[src/sv/stds_pkg.sv]
// Shared types, codes and character constants for the SGML tag delimiter scanner.
// No dependencies; used by the top level and its checker.
`timescale 1ns / 1ps
`default_nettype none

package stds_pkg;

    localparam int OFFSET_WIDTH_DEF      = 32;
    localparam int MAX_BRACKET_DEPTH_DEF = 255;

    // Result kinds
    localparam logic [1:0] KIND_TAG    = 2'd0;
    localparam logic [1:0] KIND_CLEAN  = 2'd1;
    localparam logic [1:0] KIND_BROKEN = 2'd2;

    // Markup characters
    localparam logic [7:0] CH_LBRACK = 8'h5B;
    localparam logic [7:0] CH_RBRACK = 8'h5D;
    localparam logic [7:0] CH_GT     = 8'h3E;
    localparam logic [7:0] CH_LT     = 8'h3C;
    localparam logic [7:0] CH_BANG   = 8'h21;
    localparam logic [7:0] CH_DASH   = 8'h2D;

    typedef enum logic [1:0] {
        MODE_OUT,
        MODE_TAG,
        MODE_DECL
    } t_mode;

    typedef enum logic [2:0] {
        PH_NONE,
        PH_LT,
        PH_LT_BANG,
        PH_LT_BANG_DASH,
        PH_SKIP_WS,
        PH_COMMENT
    } t_phase;

    typedef struct packed {
        logic [7:0] data_byte;
        logic       record_end;
    } t_in;

    typedef struct packed {
        logic [1:0]  event_kind;
        logic [31:0] tag_start;
        logic [31:0] tag_end;
        logic        last_of_run;
    } t_out;

    // Space, TAB, LF, VT, FF, CR
    function automatic logic is_white(input logic [7:0] c);
        return c inside {8'h20, [8'h09:8'h0D]};
    endfunction

endpackage

`default_nettype wire

[src/sv/sgml_tag_delimiter_scanner.sv]
// SGML tag delimiter scanner: top level with scan state and result queue.
// Depends on stds_pkg.
`timescale 1ns / 1ps
`default_nettype none

// The scanner takes one byte per clock and reports, for each tag closed by
// '>', the offset of the tag's first non-space byte after '<' and the offset
// of the '>'. Declarations "<!...>" are skipped with nested '[' ']' and
// comments "<!-- ... -->" are skipped to the first "-->". The byte flagged
// record_end also yields a status result (clean, or ended inside a tag,
// a declaration or a '<' opener) and returns all scan state but the
// accept_empty_tags register to reset. Each byte is decoded combinationally
// against the scan-state registers, and its zero, one or two results are
// written into a four-entry result queue that drains one transaction per
// clock while i_stall is low. Throughput is one byte per clock as long as
// the result side keeps up; o_stall rises when the queue holds three or
// more results. A byte with two results (a tag close on the last byte)
// fills two queue entries; o_data shows the registered head. The cfg
// channel, which is always ready, writes the accept_empty_tags register.
module sgml_tag_delimiter_scanner #(
    parameter int OFFSET_WIDTH      = stds_pkg::OFFSET_WIDTH_DEF,
    parameter int MAX_BRACKET_DEPTH = stds_pkg::MAX_BRACKET_DEPTH_DEF
) (
    input  wire logic          i_clk,
    input  wire logic          i_rst_n,
    // configuration write
    input  wire logic          i_cfg_valid,
    output logic               o_cfg_ready,
    input  wire logic          i_cfg_data,
    // byte input
    input  wire logic          i_valid,
    output logic               o_stall,
    input  wire stds_pkg::t_in i_data,
    // result output
    output logic               o_valid,
    input  wire logic          i_stall,
    output stds_pkg::t_out     o_data
);
    import stds_pkg::*;

    localparam int DEPTH_W = $clog2(MAX_BRACKET_DEPTH + 1);
    localparam int EXT_W   = (OFFSET_WIDTH > 32) ? OFFSET_WIDTH : 32;
    localparam int Q_DEPTH = 4;
    localparam int QA_W    = $clog2(Q_DEPTH);
    localparam int QC_W    = $clog2(Q_DEPTH + 1);

    // Scan state
    logic                    r_accept_empty;
    t_mode                   r_mode,  n_mode;
    t_phase                  r_phase, n_phase;
    logic [1:0]              r_cprog, n_cprog;
    logic [DEPTH_W-1:0]      r_depth, n_depth;
    logic [OFFSET_WIDTH-1:0] r_pos,   n_pos;
    logic [OFFSET_WIDTH-1:0] r_pend,  n_pend;

    // Result queue
    t_out                    r_q [Q_DEPTH];
    logic [QA_W-1:0]         r_wp, r_rp;
    logic [QC_W-1:0]         r_cnt;

    logic                    in_acc;
    logic                    out_pop;
    logic                    do_plain;
    logic                    do_begin;
    logic                    tag_hit;
    logic                    bad_end;
    logic [OFFSET_WIDTH-1:0] tag_pend;
    logic [EXT_W-1:0]        pend_ext;
    logic [EXT_W-1:0]        pos_ext;
    logic [1:0]              n_push;
    t_out                    res0, res1;
    logic [7:0]              c;

    // Config channel never back-pressures
    assign o_cfg_ready = 1'b1;

    // Hold off input once the queue might not take two more results
    assign o_stall = (r_cnt >= QC_W'(Q_DEPTH - 1));
    assign in_acc  = i_valid && !o_stall;

    assign o_valid = (r_cnt != '0);
    assign o_data  = r_q[r_rp];
    assign out_pop = o_valid && !i_stall;

    assign c = i_data.data_byte;

    // Byte decode: lookahead phase first, then ordinary byte handling
    always_comb begin
        n_mode   = r_mode;
        n_phase  = r_phase;
        n_cprog  = r_cprog;
        n_depth  = r_depth;
        n_pend   = r_pend;
        n_pos    = r_pos + OFFSET_WIDTH'(1);
        do_plain = 1'b0;
        do_begin = 1'b0;
        tag_hit  = 1'b0;

        case (r_phase)
            PH_COMMENT: begin
                // look for the first "-->"
                if (c == CH_DASH) begin
                    if (r_cprog != 2'd2) begin
                        n_cprog = r_cprog + 2'd1;
                    end
                end else if (c == CH_GT && r_cprog == 2'd2) begin
                    n_cprog = 2'd0;
                    n_phase = PH_NONE;
                end else begin
                    n_cprog = 2'd0;
                end
            end
            PH_LT: begin
                if (c == CH_BANG) begin
                    n_phase = PH_LT_BANG;
                end else if (r_mode == MODE_OUT) begin
                    do_begin = 1'b1;
                end else begin
                    // '<' inside markup is dropped; treat this byte plainly
                    n_phase  = PH_NONE;
                    do_plain = 1'b1;
                end
            end
            PH_LT_BANG: begin
                if (c == CH_DASH) begin
                    n_phase = PH_LT_BANG_DASH;
                end else begin
                    n_mode   = MODE_DECL;
                    n_phase  = PH_NONE;
                    do_plain = 1'b1;
                end
            end
            PH_LT_BANG_DASH: begin
                if (c == CH_DASH) begin
                    n_phase = PH_COMMENT;
                    n_cprog = 2'd0;
                end else begin
                    n_mode   = MODE_DECL;
                    n_phase  = PH_NONE;
                    do_plain = 1'b1;
                end
            end
            PH_SKIP_WS: begin
                do_begin = 1'b1;
            end
            default: begin
                n_phase  = PH_NONE;
                do_plain = 1'b1;
            end
        endcase

        // Tag start: skip white space, then latch the start offset
        if (do_begin) begin
            if (is_white(c)) begin
                n_phase = PH_SKIP_WS;
            end else begin
                n_phase = PH_NONE;
                n_pend  = r_pos;
                n_mode  = MODE_TAG;
                if (r_accept_empty && c == CH_GT) begin
                    do_plain = 1'b1;
                end
            end
        end

        if (do_plain) begin
            case (c)
                CH_LBRACK: begin
                    if (n_mode == MODE_DECL && n_depth < DEPTH_W'(MAX_BRACKET_DEPTH)) begin
                        n_depth = n_depth + DEPTH_W'(1);
                    end
                end
                CH_RBRACK: begin
                    if (n_mode == MODE_DECL && n_depth != '0) begin
                        n_depth = n_depth - DEPTH_W'(1);
                    end
                end
                CH_GT: begin
                    if (n_mode == MODE_DECL && n_depth == '0) begin
                        n_mode = MODE_OUT;
                    end else if (n_mode == MODE_TAG) begin
                        n_mode  = MODE_OUT;
                        tag_hit = 1'b1;
                    end
                end
                CH_LT: begin
                    n_phase = PH_LT;
                end
                default: begin
                end
            endcase
        end

        tag_pend = n_pend;
        bad_end  = (n_mode != MODE_OUT) || (n_phase inside
                   {PH_LT, PH_LT_BANG, PH_LT_BANG_DASH, PH_SKIP_WS});

        // Record end: return everything to reset
        if (i_data.record_end) begin
            n_mode  = MODE_OUT;
            n_phase = PH_NONE;
            n_cprog = 2'd0;
            n_depth = '0;
            n_pos   = '0;
            n_pend  = '0;
        end
    end

    assign pend_ext = EXT_W'(tag_pend);
    assign pos_ext  = EXT_W'(r_pos);

    // Assemble up to two results: tag close first, then record status
    always_comb begin
        t_out tag_res;
        t_out st_res;
        tag_res.event_kind  = KIND_TAG;
        tag_res.tag_start   = pend_ext[31:0];
        tag_res.tag_end     = pos_ext[31:0];
        tag_res.last_of_run = !i_data.record_end;
        st_res.event_kind   = bad_end ? KIND_BROKEN : KIND_CLEAN;
        st_res.tag_start    = 32'd0;
        st_res.tag_end      = 32'd0;
        st_res.last_of_run  = 1'b1;
        res0   = tag_hit ? tag_res : st_res;
        res1   = st_res;
        n_push = {1'b0, tag_hit} + {1'b0, i_data.record_end};
    end

    // Control and scan state
    always_ff @(posedge i_clk) begin
        if (!i_rst_n) begin
            r_accept_empty <= 1'b0;
            r_mode         <= MODE_OUT;
            r_phase        <= PH_NONE;
            r_cprog        <= 2'd0;
            r_depth        <= '0;
            r_pos          <= '0;
            r_pend         <= '0;
            r_wp           <= '0;
            r_rp           <= '0;
            r_cnt          <= '0;
        end else begin
            if (i_cfg_valid && o_cfg_ready) begin
                r_accept_empty <= i_cfg_data;
            end
            if (in_acc) begin
                r_mode  <= n_mode;
                r_phase <= n_phase;
                r_cprog <= n_cprog;
                r_depth <= n_depth;
                r_pos   <= n_pos;
                r_pend  <= n_pend;
                r_wp    <= r_wp + QA_W'(n_push);
            end
            if (out_pop) begin
                r_rp <= r_rp + QA_W'(1);
            end
            r_cnt <= r_cnt + QC_W'(in_acc ? n_push : 2'd0) - QC_W'(out_pop);
        end
    end

    // Queue payload, no reset
    always_ff @(posedge i_clk) begin
        if (in_acc && n_push != 2'd0) begin
            r_q[r_wp] <= res0;
        end
        if (in_acc && n_push == 2'd2) begin
            r_q[r_wp + QA_W'(1)] <= res1;
        end
    end

endmodule

`default_nettype wire

[config.mk]
export PLATFORM = sky130hd
export DESIGN_NAME = sgml_tag_delimiter_scanner
export DESIGN_NICKNAME = d
export VERILOG_FILES = /design/src/sv/stds_pkg.sv /design/src/sv/sgml_tag_delimiter_scanner.sv
export SDC_FILE = /design/constraint.sdc
export NUM_CORES = 1
export LEC_CHECK = 0
export BUFFER_PORTS_ARGS = -buffer_cell sky130_fd_sc_hd__clkbuf_2
export CAP_MARGIN = 25
export CORE_MARGIN = 3
export CORE_UTILIZATION = 35
export DETAILED_ROUTE_END_ITERATION = 10
export GPL_ROUTABILITY_DRIVEN = 0
export MAX_ROUTING_LAYER = met4
export PLACE_DENSITY_LB_ADDON = 0.12
export SLEW_MARGIN = 40
export SYNTH_ARGS = -nofsm -noshare
export SYNTH_HDL_FRONTEND = slang
export SYNTH_SLANG_ARGS = --single-unit
export TNS_END_PERCENT = 10
[constraint.sdc]
create_clock -name i_clk -period 4.01 [get_ports i_clk]
set_clock_uncertainty 0.05 [all_clocks]
set_input_delay 0.401 -clock i_clk [delete_from_list [all_inputs] [get_ports i_clk]]
set_output_delay 0.401 -clock i_clk [all_outputs]
set_load 0.005 [all_outputs]
==> results of run 1 <==
critical path, delay by kind of cell (launching register included):
| kind | cells | cell delay (ps) |
|---|---|---|
| AOI/OAI and AO/OA | 4 | 950 |
| adders and majority gates | 1 | 250 |
| DFF | 1 | 350 |
| and+or+nand+nor | 6 | 1090 |
| buffers and inverters | 4 | 810 |
power breakdown:
part           switching [mW]  total (mW)  internal, mW
logic                   0.379       0.668         0.289
clock network            1.46        3.68          2.22
registers               0.153        3.76          3.61
Yosys cell counts, types with 4 or more instances:
| cell type | instances | share of area [%] |
|---|---|---|
| dfxtp_1 | 349 | 47 |
| nand2_1 | 166 | 4.2 |
| a22o_1 | 130 | 7.7 |
| clkbuf_1 | 98 | 2.5 |
| o21ai_0 | 86 | 2.9 |
| mux4_2 | 67 | 10 |
| o21ai_1 | 51 | 1.7 |
| nor2_1 | 46 | 1.2 |
| nor2b_1 | 46 | 2.0 |
| a22oi_1 | 37 | 1.9 |
| mux2i_1 | 32 | 2.2 |
| a21oi_1 | 25 | 0.85 |
| xnor2_1 | 21 | 1.2 |
| nand3_1 | 20 | 0.68 |
| buf_2 | 19 | 0.65 |
| inv_1 | 18 | 0.46 |
| xor2_1 | 16 | 0.95 |
| ha_1 | 15 | 1.3 |
| and3_1 | 13 | 0.55 |
| and2_1 | 12 | 0.51 |
| nor3_1 | 11 | 0.37 |
| or3_1 | 11 | 0.47 |
| o21ai_2 | 10 | 0.59 |
| nand4_1 | 9 | 0.38 |
| edfxtp_1 | 8 | 1.6 |
| buf_1 | 7 | 0.18 |
| buf_6 | 7 | 0.54 |
| nor4_1 | 6 | 0.25 |
| and4_1 | 5 | 0.30 |
| a21boi_0 | 4 | 0.20 |
| a21o_1 | 4 | 0.20 |
| nand2b_1 | 4 | 0.17 |
cell type report:
cell class	count	area [sq um]	area share [%]
Clock buffer	61	1214	7.155
Clock inverter	8	116.4	0.6860
Inverter	19	71.32	0.4205
Multi-Input combinational cell	900	6895	40.65
Sequential cell	357	7234	42.65
Tap cell	532	665.6	3.924
Timing Repair Buffer	114	764.5	4.507
cells by family after synthesis:
logic type / count (synthesis) / synth area share (%)
flops: 357 / 49.05
fa+ha+maj: 17 / 1.546
xor+xnor: 37 / 2.199
other cells: 1 / 0.02545
buf+inv: 151 / 4.390
mux: 100 / 12.49
compound gates: 371 / 17.59
simple gates: 374 / 12.71
worst min path at each step:
stage | end | cells after the start | slack (ps) | from
3_5_place_dp | r_q[3][48] | 2 | 390 | r_q[3][48]
2_1_floorplan | r_q[1][50] | 2 | 370 | r_q[1][50]
6_report | r_accept_empty | 3 | 70 | i_cfg_data
5_1_grt | r_accept_empty | 3 | 110 | i_cfg_data
3_3_place_gp | r_q[2][63] | 2 | 380 | r_q[2][63]
4_1_cts | r_accept_empty | 3 | 50 | i_cfg_data
flip-flops by register name (all words and copies together), names as in the netlist, named ones only:
signal / flops
r_q: 268
pos_ext: 32
r_pend: 32
r_depth: 8
r_cnt: 3
r_phase: 3
r_cprog: 2
r_mode: 2
r_rp: 2
r_wp: 2
r_accept_empty: 1
stage by stage:
step                total power, mW  cell area (sq um)  setup slack, ps
finish                        8.113              16960            417.1
floorplan                     4.250              14730            565.7
CTS                           8.242              16960            271.1
detailed placement            4.526              15630            82.27
global placement              4.519              15630            159.9
global route                  8.440              16960            57.99
what timing repair did:
item                       4_1_cts  5_1_grt
gates resized for setup          0        2
setup endpoints to repair        0       41
buffers inserted                 0        0
layer usage:
metal / vias to the layer above / share of wire [%] / GRT usage [%]
met3: 47 / 4.1 / 2.733
li1: 5149 / - / -
met1: 5304 / 51 / 26.59
met5: - / 0 / -
met2: 193 / 44 / 26.95
met4: 0 / 1.4 / 3.695
==> run_results.csv, run 1 <==
group,metric,value,unit
finish,layoutNonFillerInstCount,1991,
worst_setup_path,timing.critical_path.required,4440,ps
worst_setup_path,critical_path.max_stage_delay,470,ps
clock_network,cts.clk_slew.worst_paths,60,ps
global_route,grt_pass1_vias,10610,
sta,timing_worst_slew_pin_value,821.2,ps
worst_setup_path,worst_path_most_repeated_cell,"buf_4",
floorplanning,std_cell_rows,74,
worst_setup_path,setup_cp_type,"reg -> reg",
power,worst_ir_drop_vdd,0.2339,mV
detailed_routing,route.vias.total,10690,
clock_network,cts_tree,"built",
detailed_routing,first_iter_violations,726,
clock_network,cts_buffer_depth,3,
detailed_routing,routedWlPerCell,19.78,microns
clock_network,htreeDepth,2,
sta,post-route-min-period,3593,ps
yosys,synth_ff_type,"dfxtp_1",
floorplanning,die-height,211.2,microns
global_route,grt_start_max_net_pins,51,
sta,rsz_0062_raised_after_global_routing,"no",
job,max-cap-violations,0,
worst_setup_path,cp-startpoint,"r_phase[1]",
finish,commonest_non_fill_non_tap_cell_in_the_layout,"dfxtp_1",
finish,postLayoutCoreUtil,41.17,%
floorplanning,placeableCoreArea,41200,sq um
detailed_routing,route.antenna.remaining_nets,0,
yosys,syn_nets,1440,
yosys,syn_area,14730,sq um
worst_setup_path,critical_path.cell_chain,"buf_4 -> nor3b_2 -> nor2b_1 -> a2111oi_1 -> nand2b_1 -> a21oi_4 -> inv_2 -> ha_1 -> inv_1 -> and3_1 -> nand2_1 -> o21ai_0 -> nand2b_2 -> buf_4 -> a22o_1",
hold_path,timing.hold.worst.class,"in -> reg",
sta,timing.fmax,278.3,MHz
detailed_routing,vias_per_cell,5.371,
yosys,synth-warning-count,0,
finish,final_nets,1465,
global_route,grt_use_total,18.20,%
place,dp_hpwl,24290,microns
yosys,synth_enable_flop_cells,8,
floorplanning,die-area,44590,sq um
yosys,synth.distinct_cells,70,
detailed_routing,firstDrtPassIters,5,
power,pwr_density_cell,478.3,nW/um^2
clock_network,cts_hold_buf,0,
place,dpl.cell_count,1922,
worst_setup_path,timing.reg2reg.setup_slack,420,ps
worst_setup_path,setup.worst_path.start_class,"flip-flop",
global_route,grt.overflow.total,0,
worst_setup_path,worstReg2RegEnd,"r_q[1][20]",
detailed_routing,routed_wirelength,39390,microns
clock_network,cts_sinks,357,
finish,most-common-layout-cells,"dfxtp_1, nand2_1, a22o_1",
yosys,synth_async_sr_flop_share,0,%
worst_setup_path,regToRegStartpoint,"r_phase[1]",
clock_network,clk_root_buffer_cell,"clkbuf_16",
power,power.static_leakage,6.341,nW
yosys,yosysSeqAreaShare,49.05,%
yosys,synth_area_per_cell,10.46,sq um
worst_setup_path,cpMaxStageDelayCell,"a2111oi_1",
worst_setup_path,r2r_cells,15,
worst_setup_path,crit_path_end,"r_q[1][20]",
worst_setup_path,worst_ep_arrival_time,4020,ps
finish,synthToLayoutAreaGrowth,15.12,%
run_status,status,"complete, no violations",
floorplanning,boundaryPins,85,
sta,setup_viol_count_final,0,
global_route,grt_antenna_before_repair,0,
finish,ratio_of_cells_with_drive_above_1_in_the_final_layout,18.85,%
sta,hold_viol_final,0,
place,io_buffer_count,83,
finish,n_fill_cell,3999,
detailed_routing,post-route-drc-count,0,
yosys,yosys_register_bits,357,
global_route,grt_pass1_wl,62620,microns
floorplanning,initial_utilization,35.76,%
sta,worst_case_hold_slack,69.78,ps
yosys,syn-instance-count,1408,
sta,period_share,89.60,%
finish,insertedDiodeCount,0,
sta,worst_slew_margin,44.75,%
clock_network,clock_latency,540,ps
floorplanning,floorplan.die.width,211.2,microns
sta,setup_tns,0,ps
worst_setup_path,worstPathMaxFanout,31,
worst_setup_path,end_kind,"flip-flop",
sta,maxSlewViolCount,0,
clock_network,num_cts_buffers,41,
Note: power is estimated with default switching activity, not from simulation.
==> run 2: changes to the inputs <==
==> constraint.sdc (replaced) <==
create_clock -name i_clk -period 4 [get_ports i_clk]
set_clock_uncertainty 0.05 [all_clocks]
set_input_delay 0.4 -clock i_clk [delete_from_list [all_inputs] [get_ports i_clk]]
set_output_delay 0.4 -clock i_clk [all_outputs]
set_load 0.005 [all_outputs]
==> run 2 against run 1 <==
Non-clock buffer count increased by 1; final area up 0.52%; sequential cell count did not move; maximum frequency up 0.12%; clock-buffer cell count fell by 1; critical path type unchanged; largest power group is now the clock network.
==> run_results.csv, run 2 (synthesized netlist as in run 1, its figures left out) <==
group,metric,value,unit
run_status,status,"complete, no violations",
power,pwr_density_cell,488.3,nW/um^2
clock_network,cts_buffer_depth,3,
sta,worst_case_hold_slack,78.69,ps
detailed_routing,post-route-drc-count,0,
job,max-cap-violations,0,
detailed_routing,route.antenna.remaining_nets,0,
floorplanning,die-height,211.2,microns
global_route,grt_pass1_vias,10560,
power,fin_total_pwr,8.324,mW
worst_setup_path,end_kind,"flip-flop",
sta,maxSlewViolCount,0,
worst_setup_path,worst_ep_arrival_time,3810,ps
finish,ratio_of_cells_with_drive_above_1_in_the_final_layout,19.26,%
sta,hold_viol_final,0,
finish,largest_reg_by_ff_count,"r_q",
clock_network,cts.repair_timing.setup_buffer_count,0,
place,dp_hpwl,24190,microns
hold_path,min_path_cells,3,
global_route,grt_pass1_wl,62000,microns
detailed_routing,vias_per_cell,5.345,
sta,setup_viol_count_final,0,
worst_setup_path,timing.reg2reg.setup_slack,410,ps
hold_path,min-delay-start,"i_cfg_data",
finish,postLayoutCoreUtil,41.38,%
worst_setup_path,setup_cp_type,"reg -> reg",
floorplanning,placeableCoreArea,41200,sq um
detailed_routing,route.vias.total,10670,
finish,layoutNonFillerInstCount,1996,
detailed_routing,routed_wirelength,39270,microns
finish,insertedDiodeCount,0,
worst_setup_path,worstReg2RegEnd,"r_q[1][66]",
worst_setup_path,regToRegStartpoint,"r_phase[1]",
global_route,grt_use_total,18.10,%
hold_path,timing.hold.worst.class,"in -> reg",
sta,setup_tns,0,ps
worst_setup_path,timing.critical_path.required,4220,ps
floorplanning,std_cell_rows,74,
global_route,grt.overflow.total,0,
clock_network,htreeDepth,2,
place,placement.setup.worst_slack,181.2,ps
sta,rsz_0062_raised_after_global_routing,"no",
finish,final_nets,1465,
floorplanning,initial_utilization,35.76,%
finish,largest_register_ffs,268,
clock_network,clock_latency,550,ps
sta,timing_worst_slew_pin_value,785.3,ps
detailed_routing,routedWlPerCell,19.67,microns
clock_network,clk_root_buffer_cell,"clkbuf_16",
clock_network,cts.clk_slew.worst_paths,60,ps
finish,commonest_non_fill_non_tap_cell_in_the_layout,"dfxtp_1",
global_route,grt_start_max_net_pins,52,
detailed_routing,first_iter_violations,633,
sta,postLayoutSetupSlackWorst,411.3,ps
place,dpl_cell_area,15630,sq um
place,io_buffer_count,83,
finish,most-common-layout-cells,"dfxtp_1, nand2_1, a22o_1",
detailed_routing,firstDrtPassIters,5,
sta,timing.fmax,278.7,MHz
finish,fin_area,17050,sq um
place,dpl.cell_count,1923,
floorplanning,die-area,44590,sq um
finish,n_fill_cell,3971,
sta,period_share,89.72,%
worst_setup_path,worstPathMaxFanout,34,
sta,post-route-min-period,3589,ps
clock_network,cts_sinks,357,
power,power.static_leakage,6.382,nW
floorplanning,boundaryPins,85,
floorplanning,floorplan.die.width,211.2,microns
worst_setup_path,r2r_cells,15,
sta,worst_slew_margin,47.65,%
clock_network,cts_tree,"built",
clock_network,num_cts_buffers,40,
finish,synthToLayoutAreaGrowth,15.71,%
worst_setup_path,setup.worst_path.start_class,"flip-flop",
clock_network,cts_hold_buf,0,
power,worst_ir_drop_vdd,0.2912,mV
hold_path,min_to,"r_accept_empty",
global_route,grt_antenna_before_repair,0,
## run 2: worst max-delay path by stage
stage | endpoint | startpoint | slack (ps)
final | r_q[1][66] | r_phase[1] | 410
after global routing | r_q[1][65] | r_phase[1] | 100
after CTS | r_q[1][65] | r_phase[1] | 380
after detailed placement | r_q[1][66] | i_data[2] | 180
after global placement | r_q[1][65] | i_data[2] | 270
after floorplan | r_q[1][65] | i_data[2] | 560
## run 2: area by class of cell
class / instances / area [sq um] / share of cell area, %
clock buffer: 60 / 1176 / 6.899
sequential: 357 / 7234 / 42.43
timing repair buffer: 115 / 768.2 / 4.506
tap: 532 / 665.6 / 3.904
clock inverter: 13 / 231.5 / 1.358
inverter: 19 / 71.32 / 0.4183
multi-input combinational: 900 / 6902 / 40.48
## run 2: what timing repair did
item	in CTS	in global routing
endpoints found under the setup margin	0	2
gates resized for setup	0	1
hold endpoints to repair	0	0
## run 2: layer usage
| layer | up-vias | wire length [microns] | track usage (%) |
|---|---|---|---|
| met5 | - | 0 | - |
| met4 | 0 | 658 | 4.988 |
| met3 | 48 | 1415 | 2.480 |
| met2 | 193 | 16850 | 26.30 |
| met1 | 5261 | 20340 | 26.47 |
| li1 | 5167 | - | - |
## run 2: report_power, final
part | internal (mW) | switching [mW] | total (mW)
combinational | 0.290 | 0.374 | 0.664
sequential | 3.62 | 0.153 | 3.77
clock | 2.42 | 1.47 | 3.89
total | 6.33 | 1.99 | 8.32
## run 2: worst max-delay path, cell delays in order (launching register included)
cell	delay, ps
dfxtp_1	340
buf_4	170
nor3b_2	280
nor2b_1	120
a2111oi_1	480
nand2b_1	210
a21oi_4	50
inv_2	150
ha_1	250
inv_1	80
and3_1	210
nand2_1	90
o21ai_0	180
nand2b_2	150
buf_4	390
inv_1	120
